## src/ovls_pkg.sv

```systemverilog
// ovls_pkg: types and constants shared by the ordered value list store
// holds item structs, opcode and status codes, and cell command struct
// no dependencies

package ovls_pkg;

  // list size default and fixed field widths
  localparam int DEPTH_DEFAULT = 16;
  localparam int DATA_W        = 32;
  localparam int POS_W         = 5;
  localparam int TOTAL_W       = 5;

  // operation codes carried by an input item
  typedef enum logic [2:0] {
    OP_PUSH_FRONT   = 3'd0,
    OP_INSERT_AT    = 3'd1,
    OP_PUSH_BACK    = 3'd2,
    OP_CLEAR        = 3'd3,
    OP_POP_BACK     = 3'd4,
    OP_REMOVE_VALUE = 3'd5
  } op_t;

  // status codes returned with every result
  typedef enum logic [1:0] {
    ST_OK        = 2'd0,
    ST_FULL      = 2'd1,
    ST_EMPTY     = 2'd2,
    ST_NOT_FOUND = 2'd3
  } status_t;

  // input item
  typedef struct packed {
    op_t                       opcode;
    logic signed [DATA_W-1:0]  data_value;
    logic        [POS_W-1:0]   insert_position;
  } in_item_t;

  // result item
  typedef struct packed {
    status_t                   status;
    logic        [TOTAL_W-1:0] entry_total;
  } out_item_t;

  // command broadcast to every cell of the row
  typedef struct packed {
    logic                      ins_en;
    logic                      del_en;
    logic        [DATA_W-1:0]  value;
  } cell_cmd_t;

endpackage

```

## src/ovls_cell.sv

```systemverilog
// ovls_cell: one slot of the list, holds a single stored value
// shifts toward either neighbor on insert or remove; uses ovls_pkg

module ovls_cell #(
  parameter int INDEX = 0,
  parameter int CW    = 5
) (
  input  logic                           clk,
  input  ovls_pkg::cell_cmd_t            cmd,
  input  logic [CW-1:0]                  count,
  input  logic [CW-1:0]                  ins_pos,
  input  logic [ovls_pkg::DATA_W-1:0]    left_value,
  input  logic [ovls_pkg::DATA_W-1:0]    right_value,
  input  logic                           drop_in,
  output logic                           drop_out,
  output logic [ovls_pkg::DATA_W-1:0]    value
);

  localparam logic [CW-1:0] IDX = CW'(INDEX);

  logic [ovls_pkg::DATA_W-1:0] value_r;
  logic [ovls_pkg::DATA_W-1:0] value_nxt;
  logic                        occupied;
  logic                        match;

  // slot holds a live entry when it sits below the count
  assign occupied = IDX < count;
  assign match    = cmd.del_en && occupied && (value_r == cmd.value);

  // once the first match is seen every later slot pulls from the right
  assign drop_out = drop_in || match;

  // next value: shift right on insert, load, shift left on remove
  always_comb begin
    value_nxt = value_r;
    if (cmd.ins_en && (IDX > ins_pos)) begin
      value_nxt = left_value;
    end else if (cmd.ins_en && (IDX == ins_pos)) begin
      value_nxt = cmd.value;
    end else if (drop_out) begin
      value_nxt = right_value;
    end
  end

  always_ff @(posedge clk) begin
    value_r <= value_nxt;
  end

  assign value = value_r;

endmodule

```

## src/ordered_value_list_store.sv

```systemverilog
// ordered_value_list_store: top level of the ordered value list store
// row of ovls_cell slots plus count and result register; uses ovls_pkg
//
// usage:
//   in_valid/in_ready/in_data carry one item: an opcode, a signed value
//   and an insert position. out_valid/out_ready/out_data return exactly
//   one result per item: a status and the entry count after the item.
//   every item finishes in the clock edge that accepts it: all slots
//   compare against the value and shift toward a neighbor at once, with
//   the first-match flag rippling along the row of slots.
//   out_valid rises in the cycle after acceptance; a new item is
//   taken every cycle as long as the result register is empty or is
//   being drained in the same cycle (throughput one item per cycle).
//   when the receiver stalls, the result register holds and in_ready
//   drops until the result is taken.
//   reset (rst_n low, synchronous) empties the list and drops out_valid;
//   slot contents are not cleared, entries past the count are never read.
//   entry_total carries the low five bits of the count.

module ordered_value_list_store #(
  parameter int DEPTH = ovls_pkg::DEPTH_DEFAULT
) (
  input  logic                clk,
  input  logic                rst_n,
  input  logic                in_valid,
  output logic                in_ready,
  input  ovls_pkg::in_item_t  in_data,
  output logic                out_valid,
  input  logic                out_ready,
  output ovls_pkg::out_item_t out_data
);

  localparam int CW   = $clog2(DEPTH + 1);
  localparam int CMPW = (CW > ovls_pkg::POS_W) ? CW : ovls_pkg::POS_W;
  localparam logic [CW-1:0] FULL_COUNT = CW'(DEPTH);

  logic                         accept;
  logic [CW-1:0]                count_r;
  logic [CW-1:0]                count_nxt;
  logic                         full;
  logic                         empty;
  logic                         is_insert;
  logic [CW-1:0]                ins_pos;
  logic                         found;
  ovls_pkg::status_t            status;
  ovls_pkg::cell_cmd_t          cmd;
  logic                         out_valid_r;
  ovls_pkg::out_item_t          out_data_r;

  logic [ovls_pkg::DATA_W-1:0]  slot_value [DEPTH];
  logic                         drop_chain [DEPTH+1];

  // handshake: take an item when the result register is free or draining
  assign in_ready = !out_valid_r || out_ready;
  assign accept   = in_valid && in_ready;

  assign full  = (count_r == FULL_COUNT);
  assign empty = (count_r == '0);

  assign is_insert = (in_data.opcode == ovls_pkg::OP_PUSH_FRONT) ||
                     (in_data.opcode == ovls_pkg::OP_INSERT_AT)  ||
                     (in_data.opcode == ovls_pkg::OP_PUSH_BACK);

  // insert slot: front, back, or given position clamped to the count
  always_comb begin
    if (in_data.opcode == ovls_pkg::OP_PUSH_FRONT) begin
      ins_pos = '0;
    end else if ((in_data.opcode == ovls_pkg::OP_PUSH_BACK) ||
                 (CMPW'(in_data.insert_position) >= CMPW'(count_r))) begin
      ins_pos = count_r;
    end else begin
      ins_pos = CW'(in_data.insert_position);
    end
  end

  // command broadcast to the row
  assign cmd.ins_en = accept && is_insert && !full;
  assign cmd.del_en = accept && (in_data.opcode == ovls_pkg::OP_REMOVE_VALUE) && !empty;
  assign cmd.value  = in_data.data_value;

  // row of slots, each talking to its two neighbors
  assign drop_chain[0] = 1'b0;

  for (genvar i = 0; i < DEPTH; i++) begin : g_cell
    logic [ovls_pkg::DATA_W-1:0] left_v;
    logic [ovls_pkg::DATA_W-1:0] right_v;

    if (i == 0) begin : g_first
      assign left_v = slot_value[i];
    end else begin : g_mid_l
      assign left_v = slot_value[i-1];
    end

    if (i == DEPTH - 1) begin : g_last
      assign right_v = slot_value[i];
    end else begin : g_mid_r
      assign right_v = slot_value[i+1];
    end

    ovls_cell #(
      .INDEX (i),
      .CW    (CW)
    ) u_cell (
      .clk         (clk),
      .cmd         (cmd),
      .count       (count_r),
      .ins_pos     (ins_pos),
      .left_value  (left_v),
      .right_value (right_v),
      .drop_in     (drop_chain[i]),
      .drop_out    (drop_chain[i+1]),
      .value       (slot_value[i])
    );
  end

  assign found = drop_chain[DEPTH];

  // next count and status for the item
  always_comb begin
    count_nxt = count_r;
    status    = ovls_pkg::ST_OK;
    unique case (in_data.opcode)
      ovls_pkg::OP_PUSH_FRONT,
      ovls_pkg::OP_INSERT_AT,
      ovls_pkg::OP_PUSH_BACK: begin
        if (full) begin
          status = ovls_pkg::ST_FULL;
        end else begin
          count_nxt = count_r + CW'(1);
        end
      end
      ovls_pkg::OP_CLEAR: begin
        count_nxt = '0;
      end
      ovls_pkg::OP_POP_BACK: begin
        if (empty) begin
          status = ovls_pkg::ST_EMPTY;
        end else begin
          count_nxt = count_r - CW'(1);
        end
      end
      ovls_pkg::OP_REMOVE_VALUE: begin
        if (empty) begin
          status = ovls_pkg::ST_EMPTY;
        end else if (!found) begin
          status = ovls_pkg::ST_NOT_FOUND;
        end else begin
          count_nxt = count_r - CW'(1);
        end
      end
      default: begin
        count_nxt = count_r;
      end
    endcase
  end

  // count register
  always_ff @(posedge clk) begin
    if (!rst_n) begin
      count_r <= '0;
    end else if (accept) begin
      count_r <= count_nxt;
    end
  end

  // result register
  always_ff @(posedge clk) begin
    if (!rst_n) begin
      out_valid_r <= 1'b0;
    end else if (accept) begin
      out_valid_r <= 1'b1;
    end else if (out_ready) begin
      out_valid_r <= 1'b0;
    end
  end

  always_ff @(posedge clk) begin
    if (accept) begin
      out_data_r.status      <= status;
      out_data_r.entry_total <= ovls_pkg::TOTAL_W'(count_nxt);
    end
  end

  assign out_valid = out_valid_r;
  assign out_data  = out_data_r;

endmodule
```

## config.mk

```make
export PLATFORM = sky130hd
export DESIGN_NAME = ordered_value_list_store
export DESIGN_NICKNAME = d
export VERILOG_FILES = /design/src/ovls_pkg.sv /design/src/ovls_cell.sv /design/src/ordered_value_list_store.sv
export SDC_FILE = /design/constraint.sdc
export NUM_CORES = 2
export LEC_CHECK = 0
export BUFFER_PORTS_ARGS = -buffer_cell sky130_fd_sc_hd__buf_2
export CAP_MARGIN = 20
export CELL_PAD_IN_SITES_DETAIL_PLACEMENT = 0
export CELL_PAD_IN_SITES_GLOBAL_PLACEMENT = 2
export CORE_UTILIZATION = 45
export CTS_BUF_LIST = sky130_fd_sc_hd__clkbuf_8 sky130_fd_sc_hd__clkbuf_16
export CTS_CLUSTER_DIAMETER = 30
export CTS_CLUSTER_SIZE = 16
export DETAILED_ROUTE_END_ITERATION = 8
export HOLD_SLACK_MARGIN = 0.02
export PLACE_DENSITY_LB_ADDON = 0.1
export SLEW_MARGIN = 20
export SYNTH_ARGS = -nofsm -noshare
export SYNTH_HDL_FRONTEND = slang
export SYNTH_SLANG_ARGS = --single-unit
```

## constraint.sdc

```tcl
create_clock -name clk -period 8.2 [get_ports clk]
set_input_delay 1.64 -clock clk [delete_from_list [all_inputs] [get_ports clk]]
set_output_delay 1.64 -clock clk [all_outputs]
set_load 0.005 [all_outputs]
```

==> results.txt <==
The final period utilization is 0.687. Setup violations remaining at the end of the flow were counted as 0. Summing over every cut layer, the via total after detailed routing is approximately 27000. The maximum fanout along the worst path is 17. Entering global routing, the biggest net connects 94 pins. The routed design has roughly 140000 um of wire. The worst setup path is captured at a flop. The placer congestion estimate is 0.952.

The register area share after synthesis came out at 0.457. After detailed routing, the average wire length per cell comes to around 36 um. The number of antenna violations at the first check in global routing is 7. STA classifies the critical path startpoint as a flop. The synthesized instance count came out at slightly below 3000. The static power due to leakage is 14.0 nW. The area fraction of the dominant cell type after synthesis is 0.454. At the worst endpoint, the arrival time is around 6.1 ns. The Yosys step of the flow raised 0 warnings. The category of the most critical setup path is flop to flop. From left edge to right edge, the die measures roughly 280 um. The number of placed instances with taps included is between 3000 and 4000. The total count of hold-check failures in the final report came out at 0.

Setup repair after global routing left no endpoint under its margin. The worst clock skew on the final layout is between 0.03 and 0.04 ns. The all-layer global routing usage is 0.369. The clock sink count is 525. The die covers 77400 sq um. Once detail routing completed, the nets flagged for antenna violations numbered 0. The initial utilization of the core area, before any placement, comes to 0.458. The number of max-slew violations in the final report is 0. The layout net count came out at between 2000 and 3000.

The maximum clock frequency is 0.177 GHz. The number of global-route vias before repair came to around 27000. The tree is rooted in a sky130_fd_sc_hd__clkbuf_16. The post-place setup slack is roughly 2.2 ns. The DRC marker count from the first detailed-route iteration is between 3000 and 4000. Clock-pin slew was measured on the worst setup and hold paths at approximately 0.05 ns. The fraction of final layout cells with drive strength greater than 1 is 0.246. The core area is about 75000 sq um. For the pin with the worst max-slew slack, the measured transition is ~1.1 ns. The area added between synthesis and finish is 17.2%.

The post-DP HPWL is 101000 um. The clock tree synthesis step divided the H-tree into 4 levels. For this run, the leading register cell type out of synthesis is sky130_fd_sc_hd__edfxtp_1. Across all setup checks in the final design, the least slack found is roughly 2.6 ns. The number of non-filler instances in the completed layout is 4001. The clock passes through at most 3 buffers. The required time reported for the critical path endpoint came out at between 8 and 9 ns. The power density relative to cell area came out at about 250 nW/um^2.

The register bit count reported by yosys came out at 525. The clock latency at the later pin of the worst-skew pair is about 0.73 ns. The highest ir drop seen on vdd is 165 uV. The via density per instance is 6.83. The total of hold buffers inserted after clock tree synthesis is 0. The mapped cell area came out at approximately 34000 sq um.

The time the worst path needs with I/O delays and setup came out at ~5.6 ns. A synthesized cell averages approximately 12 sq um. The count of flip-flops with a built-in enable after synthesis came out at 519.

The remaining global-route overflow is 0. The flow ran to the end, and the final reports show no timing, DRC or antenna violations. 53 I/O pins were placed. The worst pin sits at a relative slew slack of 0.272. The number of gates resized after CTS is 0. Yosys mapped the design onto 80 distinct sky130hd cell types. TritonCTS built the clock tree. The overall die height came out at around 280 um. The fraction of registers with async set/reset is 0.

The post-route setup TNS came out at 0 ns. The synthesized netlist net count came out at just under 3000. The CTS buffer count came out at around 150. The post-CTS setup-driven buffer insertion count came out at 0. The first-pass iteration count of the detailed router is 6. Across the run, the number of max-cap violations was 0. In the post-synthesis netlist, the biggest area contributors are sky130_fd_sc_hd__edfxtp_1 45%, sky130_fd_sc_hd__mux2_2 10%, sky130_fd_sc_hd__xnor2_1 9.1%. The most area-hungry cell type in the Yosys netlist is sky130_fd_sc_hd__edfxtp_1.

The number of buffer cells added on primary ports is between 50 and 60. The kind of path behind the tightest hold check is flop to flop. For this run, design rule violations remaining after detail routing come to 0. In this run the core area contains 100 standard-cell rows. The global-route wire length before repair is about 200000 um.
## worst max-delay path, cell delays in order (launching register included)
cell,delay [ns]
sky130_fd_sc_hd__dfxtp_1,0.54
sky130_fd_sc_hd__clkinv_1,0.34
sky130_fd_sc_hd__ha_1,0.26
sky130_fd_sc_hd__or4b_2,0.67
sky130_fd_sc_hd__nand4_1,0.53
sky130_fd_sc_hd__nor4_1,0.15
sky130_fd_sc_hd__nand4_1,0.14
sky130_fd_sc_hd__nand3_1,0.16
sky130_fd_sc_hd__nor4bb_1,0.91
sky130_fd_sc_hd__and3_1,0.37
sky130_fd_sc_hd__nor4bb_1,0.64
sky130_fd_sc_hd__o21ai_4,0.36
sky130_fd_sc_hd__buf_16,0.27
## routing by layer
layer  GRT usage  up-vias  share of wire
li1            -    11388              -
met1       0.477    13794           0.39
met2       0.578     1749           0.46
met3      0.0916      378          0.098
met4       0.174        6          0.049
met5           0        -        0.00023
## stage by stage
| step | area, sq um | power [mW] | utilization | hold WS, ns |
|---|---|---|---|---|
| floorplan | 34300 | 4.07 | - | 0.565 |
| global placement | 35200 | 4.50 | 0.470 | 0.578 |
| detailed placement | 35300 | 4.51 | 0.470 | 0.583 |
| CTS | 40200 | 10.1 | 0.536 | 0.598 |
| global route | 40200 | 10.4 | 0.537 | 0.618 |
| finish | 40200 | 10.1 | 0.537 | 0.599 |
## power by group
part | internal, mW | switching [mW]
Combinational | 0.453 | 0.737
Clock | 3.81 | 1.81
Sequential | 3.15 | 0.180
## kinds of logic (layout without fill, tap and decap cells)
| logic type | count (synthesis) | in the layout | synth area share |
|---|---|---|---|
| mux | 372 | 372 | 0.120 |
| other cells | 0 | 3 | 0 |
| xor+xnor | 509 | 509 | 0.130 |
| buf+inv | 319 | 425 | 0.0445 |
| flops | 525 | 525 | 0.457 |
| simple gates | 690 | 690 | 0.121 |
| fa+ha+maj | 9 | 9 | 0.00328 |
| compound gates | 499 | 499 | 0.123 |
## layout make-up
cell class	count	area, sq um
multi-input cells	2079	17300
inverters	20	77.6
clock inverters	116	1220
well taps	969	1210
diodes	3	7.51
fillers	6441	34700
clock buffers	147	3680
repair buffers	142	1010
flip-flops and latches	525	15700
## Yosys cell counts, types with 5 or more instances
cell	count
sky130_fd_sc_hd__buf_2	99
sky130_fd_sc_hd__nand4b_1	9
sky130_fd_sc_hd__nand3_1	24
sky130_fd_sc_hd__clkbuf_1	141
sky130_fd_sc_hd__mux2_2	314
sky130_fd_sc_hd__o221a_2	32
sky130_fd_sc_hd__inv_1	18
sky130_fd_sc_hd__o21ai_0	79
sky130_fd_sc_hd__a2bb2oi_1	33
sky130_fd_sc_hd__edfxtp_1	519
sky130_fd_sc_hd__nand4_1	135
sky130_fd_sc_hd__nand2_1	55
sky130_fd_sc_hd__a21boi_0	33
sky130_fd_sc_hd__nor2b_1	7
sky130_fd_sc_hd__o22ai_1	34
sky130_fd_sc_hd__buf_1	7
sky130_fd_sc_hd__or3_1	38
sky130_fd_sc_hd__ha_1	9
sky130_fd_sc_hd__and4_1	7
sky130_fd_sc_hd__nor3_1	30
sky130_fd_sc_hd__a221o_1	224
sky130_fd_sc_hd__nor2_1	47
sky130_fd_sc_hd__or4_1	9
sky130_fd_sc_hd__xnor2_1	358
sky130_fd_sc_hd__and2_1	99
sky130_fd_sc_hd__and3_1	107
sky130_fd_sc_hd__buf_4	49
sky130_fd_sc_hd__a21o_1	5
sky130_fd_sc_hd__mux2_1	12
sky130_fd_sc_hd__nor4_1	77
sky130_fd_sc_hd__a21oi_1	20
sky130_fd_sc_hd__mux2i_1	46
sky130_fd_sc_hd__dfxtp_1	6
sky130_fd_sc_hd__xor2_1	151
sky130_fd_sc_hd__nand2b_1	6
## cell usage in the layout, fill, tap and decap left out, types with 27 or more instances in the layout
cell type | Yosys | final
sky130_fd_sc_hd__mux2i_1 | 46 | 46
sky130_fd_sc_hd__a21boi_0 | 33 | 33
sky130_fd_sc_hd__nor4_1 | 77 | 75
sky130_fd_sc_hd__and3_1 | 107 | 107
sky130_fd_sc_hd__o221a_2 | 32 | 32
sky130_fd_sc_hd__edfxtp_1 | 519 | 519
sky130_fd_sc_hd__xnor2_1 | 358 | 358
sky130_fd_sc_hd__nor3_1 | 30 | 27
sky130_fd_sc_hd__buf_2 | 99 | 52
sky130_fd_sc_hd__buf_4 | 49 | 86
sky130_fd_sc_hd__mux2_2 | 314 | 314
sky130_fd_sc_hd__nor2_1 | 47 | 41
sky130_fd_sc_hd__nand2_1 | 55 | 53
sky130_fd_sc_hd__o21ai_0 | 79 | 75
sky130_fd_sc_hd__a2bb2oi_1 | 33 | 33
sky130_fd_sc_hd__xor2_1 | 151 | 151
sky130_fd_sc_hd__and2_1 | 99 | 99
sky130_fd_sc_hd__inv_1 | 18 | 44
sky130_fd_sc_hd__a221o_1 | 224 | 224
sky130_fd_sc_hd__clkinv_1 | 1 | 34
sky130_fd_sc_hd__o22ai_1 | 34 | 34
sky130_fd_sc_hd__clkbuf_16 | 0 | 147
sky130_fd_sc_hd__nand4_1 | 135 | 135
sky130_fd_sc_hd__or3_1 | 38 | 37
## worst paths after layout
kind	depth (start not counted)	endpoint	slack (ns)	from
worst min-delay path	1	g_cell[14].u_cell.value[14]	0.60	g_cell[15].u_cell.value[14]
worst max register to register	12	g_cell[12].u_cell.value[7]	2.57	count_r[0]
worst min register to register	1	g_cell[14].u_cell.value[14]	0.60	g_cell[15].u_cell.value[14]
worst max-delay path	12	g_cell[12].u_cell.value[7]	2.57	count_r[0]
## state kept, by name, indices dropped and copies added (netlist names)
| signal | flops |
|---|---|
| out_data | 7 |
| g_cell.u_cell.value | 512 |
| count_r | 5 |
| out_valid | 1 |
(Power assumes the default switching activity.)
